[config.mk]
export PLATFORM = sky130hd
export DESIGN_NAME = hte_ctrl
export DESIGN_NICKNAME = d
export VERILOG_FILES = /design/src/sv/hte_pkg.sv /design/src/sv/hte_ctrl.sv
export SDC_FILE = /design/constraint.sdc
export NUM_CORES = 1
export LEC_CHECK = 0
export ABC_AREA = 0
export BUFFER_PORTS_ARGS = -buffer_cell sky130_fd_sc_hd__buf_4
export CAP_MARGIN = 20
export CORE_AREA = 5 5 42 44
export CTS_BUF_LIST = sky130_fd_sc_hd__clkbuf_4
export DETAILED_ROUTE_END_ITERATION = 12
export DIE_AREA = 0 0 47 49
export PLACE_DENSITY = 0.44
export SYNTH_ARGS = -nofsm -noshare
export SYNTH_HDL_FRONTEND = slang
export SYNTH_SLANG_ARGS = --single-unit
[constraint.sdc]
create_clock -name clk -period 2.6 [get_ports clk]
set_input_delay 0.52 -clock clk [delete_from_list [all_inputs] [get_ports clk]]
set_output_delay 0.52 -clock clk [all_outputs]
set_load 0.1 [all_outputs]
[src/sv/hte_pkg.sv]
// Shared types and sizes for the chained hash table engine.
// No dependencies; imported by every module of the block.
package hte_pkg;

    localparam int BUCKETS = 256;
    localparam int NODES   = 256;
    localparam int BKT_W   = $clog2(BUCKETS);
    localparam int NODE_W  = $clog2(NODES);
    localparam int CNT_W   = $clog2(NODES + 1);
    localparam int KEY_W   = 32;
    localparam int VAL_W   = 32;

    typedef enum logic [1:0] {
        ACT_PUT = 2'd0,
        ACT_GET = 2'd1,
        ACT_DEL = 2'd2,
        ACT_CLR = 2'd3
    } action_t;

    // controller -> datapath
    typedef struct packed {
        logic accept;
        logic head_step;
        logic link_step;
        logic set_found;
        logic commit;
        logic res_load;
    } hte_cmd_t;

    // datapath -> controller
    typedef struct packed {
        action_t action;
        logic    head_ok;
        logic    hit;
        logic    link_ok;
        logic    walk_end;
        logic    out_free;
    } hte_stat_t;

endpackage

[src/sv/hte_ctrl.sv]
// Operation sequencer: head read, chain walk, commit, result hand-off.
// Depends on hte_pkg.
module hte_ctrl
(
    input  logic              clk,
    input  logic              rst_n,
    input  logic              in_valid,
    output logic              in_ready,
    input  hte_pkg::hte_stat_t stat,
    output hte_pkg::hte_cmd_t  cmd
);
    import hte_pkg::*;

    typedef enum logic [2:0] {
        ST_IDLE,
        ST_HEAD,
        ST_NODE,
        ST_COMMIT,
        ST_RESULT
    } state_t;

    state_t state_reg, state_next;

    always_comb
    begin
        cmd        = '0;
        state_next = state_reg;
        in_ready   = 1'b0;
        unique case (state_reg)
            ST_IDLE:
            begin
                in_ready = 1'b1;
                if (in_valid)
                begin
                    cmd.accept = 1'b1;
                    state_next = ST_HEAD;
                end
            end
            ST_HEAD:
            begin
                if (stat.action == ACT_CLR)
                    state_next = ST_COMMIT;
                else if (stat.head_ok)
                begin
                    cmd.head_step = 1'b1;
                    state_next    = ST_NODE;
                end
                else
                    state_next = ST_COMMIT;
            end
            ST_NODE:
            begin
                priority if (stat.hit)
                begin
                    cmd.set_found = 1'b1;
                    state_next    = ST_COMMIT;
                end
                else if (stat.link_ok && !stat.walk_end)
                    cmd.link_step = 1'b1;
                else
                    state_next = ST_COMMIT;
            end
            ST_COMMIT:
            begin
                cmd.commit = 1'b1;
                state_next = ST_RESULT;
            end
            ST_RESULT:
            begin
                if (stat.out_free)
                begin
                    cmd.res_load = 1'b1;
                    state_next   = ST_IDLE;
                end
            end
            default: state_next = ST_IDLE;
        endcase
    end

    always_ff @(posedge clk or negedge rst_n)
    begin
        if (!rst_n)
            state_reg <= ST_IDLE;
        else
            state_reg <= state_next;
    end

    // a hit can only be taken while walking a chain
    assert property (@(posedge clk) disable iff (!rst_n)
        cmd.set_found |-> state_reg == ST_NODE)
        else $error("hit outside chain walk");
    assert property (@(posedge clk) disable iff (!rst_n)
        cmd.commit |=> state_reg == ST_RESULT)
        else $error("commit not followed by result");
    assert property (@(posedge clk) disable iff (!rst_n)
        cmd.accept |=> !in_ready)
        else $error("second word taken during operation");

endmodule

== Word-level counts from Yosys, hierarchy flattened ==
Cells that the tools add are included.
Storage, ports and cells
  register bits: 3
  bits in latches: 0
  RAM bits: 0
  bits in read-only memories: 0
  input port bits: 10
  output and inout bits: 7
  logic and storage cells: 33
  memories kept: 0
Operators by class
  add/subtract/negate cells: 0
  $mul: 0
  divide/modulo/power cells: 0
  order comparisons: 0
  equality and inequality tests: 8
  shifts and indexed selects: 0
  muxes and demuxes: 20
  bitwise gates (word level): 0
  reduce and logical (&&, ||, !) cells: 4
Operator list (number)
  $mux 3: 5
  $pmux 3 s5: 1
  $mux 1: 13
  $eq 3x2->1 const B: 2
  $ne 2x2->1 const B: 2
  $eq 3x1->1 const B: 1
  $eq 3x3->1 const B: 1
  $logic_not 3->1: 1
  $ne 3x3->1 const B: 1
  $reduce_and 3->1: 1
  $eq 2x2->1 const B: 1
  $mux 2: 1
  $logic_and 1x1->1: 1
  $logic_not 1->1: 1

== Depth between registers and ports, before layout ==
  depth after elaboration: 5
  gate-level depth with buffers: 3
  depth with buffers taken out: 3

== Least setup slack after synthesis ==
Ideal clock, no wire load.
  path type: register to output
  from: register state_reg[2]
  to: output port cmd[5] in the netlist's numbering
  arrival: 3511 ps
  required time: 2080 ps
  setup slack: -1431 ps
  cell stages (with the launch flop): 3
  path buffers: 0
  cell sequence: dfrtp_1 nor3_1 and2_1
RTL lines
  from (decl): RTL line hte_ctrl.sv:22  | state_t state_reg, state_next;
  from (signal assigned): RTL line hte_ctrl.sv:85  | state_reg <= state_next;
  to (decl): RTL line hte_ctrl.sv:10  | output hte_pkg::hte_cmd_t cmd

==> run_results.csv <==
group,metric,value,unit
run_status,status,"complete, no violations",
drt,ant_nets,0,
finish,final_cell_mix,"buf_4, nor2_1, clkbuf_4",
run,cap_violations,0,
clocking,ctsResizeCount,0,
grt,gr-total-overflow,0,
drt,firstDrtPassIters,2,
grt,grt_usage,7.12,%
hold_path,hold_path.class,"primary input to async pin",
floorplanning,die-area,0.00230,mm²
timing,skew,0.00395,ns
drt,drt_first_iter_violations,4,
timing,rsz0062_at_grt,"no",
timing,timing.final.crit_share,73.7,%
clocking,cts_root_buf,"clkbuf_4",
clocking,ctsHoldBuffers,0,
finish,num_antenna_cells,0,
grt,grt_pass1_wl,1080,µm
timing,max_freq,0.522,GHz
drt,routedWlPerCell,11.4,µm
drt,via_per_inst,4.24,
critical_path,cp.arrival,1.40,ns
grt,grt_max_degree,10,
grt,gr-usage-met3,1.11,%
grt,antenna_found_initial,0,
logic_synthesis,netlist_area,206,µm²
finish,drive_gt1_share,69.0,%
timing,setup_viol,0,
critical_path,end_kind,"output pin",
drt,drc,0,
floorplanning,initial_core_util,14.7,%
place,dpl.hpwl,537,µm
timing,tns,0,ns
place,gp_congestion,0.665,
critical_path,cp_max_fo,8,
clocking,clock_latency,0.24,ns
place,portBuffers,16,
clocking,cts_tree,"built",
grt,grt_util_met1,5.29,%
clocking,post_cts_buffers,0,
logic_synthesis,synth_cells,22,
logic_synthesis,synth_seq_cells,3,
critical_path,start_kind,"flop",
place,placed_cell_area,359,µm²
clocking,cts-buffers-inserted,3,
logic_synthesis,syn-num-nets,32,
finish,layout.cells.most_common,"buf_4",
logic_synthesis,ys_seq_area_share,36.4,%
drt,num_vias,246,
logic_synthesis,synth.avg_cell_area,9.38,µm²
floorplanning,io_pins,17,
floorplanning,die_x,47,µm
floorplanning,fp-row-count,14,
timing,min_period,1.92,ns
timing,report.final.slew_viol_count,0,
timing,slew_headroom,78.8,%
finish,fin_area,389,µm²
clocking,clk_pin_slew,0.04,ns
grt,grt_pass1_vias,266,
timing,worst_pin_slew,0.318,ns
finish,nNetsFinal,53,
clocking,clock_sinks,3,
grt,grt_most_used_layer,"met2",
grt,gr-usage-met2,12.0,%
clocking,htreeDepth,1,
finish,largest_reg_flops,3,
logic_synthesis,ys_warn_count,0,
critical_path,crit_type,"flop to output pin",
floorplanning,fp.coreArea,0.00140,mm²
floorplanning,die_h,49,µm
finish,areaGrowthSynthToFinish,88.5,%
logic_synthesis,synth_cell_types,15,
drt,wirelength,659,µm
critical_path,worst-endpoint-required,2.08,ns
clocking,clock_path_buffers,2,
timing,final_hold_viol_count,0,
[Yosys cell counts]
library cell	number	area [µm²]
dfrtp_1	3	75.1
and4_4	1	11.3
and3b_2	1	10.0
and3_2	2	15.0
and2_1	1	6.26
o21bai_1	1	7.51
nor3_1	1	5.00
nand2b_1	2	12.5
nor2_1	4	15.0
nand2_1	1	3.75
nor3_2	1	10.0
a21oi_1	1	5.00
a21boi_0	1	7.51
o22a_2	1	10.0
and4bb_2	1	12.5
[area by class of cell]
class / count / area [µm²]
repair buffers: 16 / 120
well taps: 16 / 20.0
multi-input cells: 19 / 144
fillers: 174 / 1010
clock buffers: 4 / 30.0
flip-flops and latches: 3 / 75.1
[worst paths after layout]
| check | from | endpoint | slack (ns) | cells past startpoint |
|---|---|---|---|---|
| worst max-delay path | state_reg[2] | cmd[3] | 0.68 | 3 |
| worst min-delay path | rst_n | state_reg[1] | 0.06 | 1 |
| worst max register to register | state_reg[1] | state_reg[0] | 1.44 | 3 |
| worst min register to register | state_reg[2] | state_reg[1] | 0.60 | 1 |
| max in group asynchronous | rst_n | state_reg[0] | 2.44 | 1 |
| min in group clk | stat[0] | state_reg[2] | 0.48 | 2 |
[layer usage]
metal,vias up,part of all wire [%],routed length [µm]
li1,119,-,-
met1,116,27,179
met2,7,63,416
met3,4,3.8,25
met4,0,5.8,38
met5,-,0,0
[cells by family after synthesis]
| family | after synthesis | share of synthesized area, % |
|---|---|---|
| AND/OR/NAND/NOR | 15 | 49.1 |
| AO/OA/AOI/OAI | 4 | 14.5 |
| flip-flops | 3 | 36.4 |
[critical path: stages (launching register included)]
cell     delay, ns
dfrtp_1       0.47
nor2_1        0.16
and4_4        0.24
buf_4         0.29
[per-stage QoR]
step           instances  worst slack (ns)  util [%]  hold WS (ns)
6_report              58             0.683      27.8        0.0631
5_1_grt               58             0.609      27.8        0.0544
4_1_cts               58             0.658      27.8        0.0578
3_5_place_dp          54             0.714      25.6         0.313
3_3_place_gp          54             0.740      25.6         0.309
2_1_floorplan         22             0.176         -         0.224
Power is not shown: default switching activity piles up to over one toggle a cycle in this logic, so the estimate is an artifact.
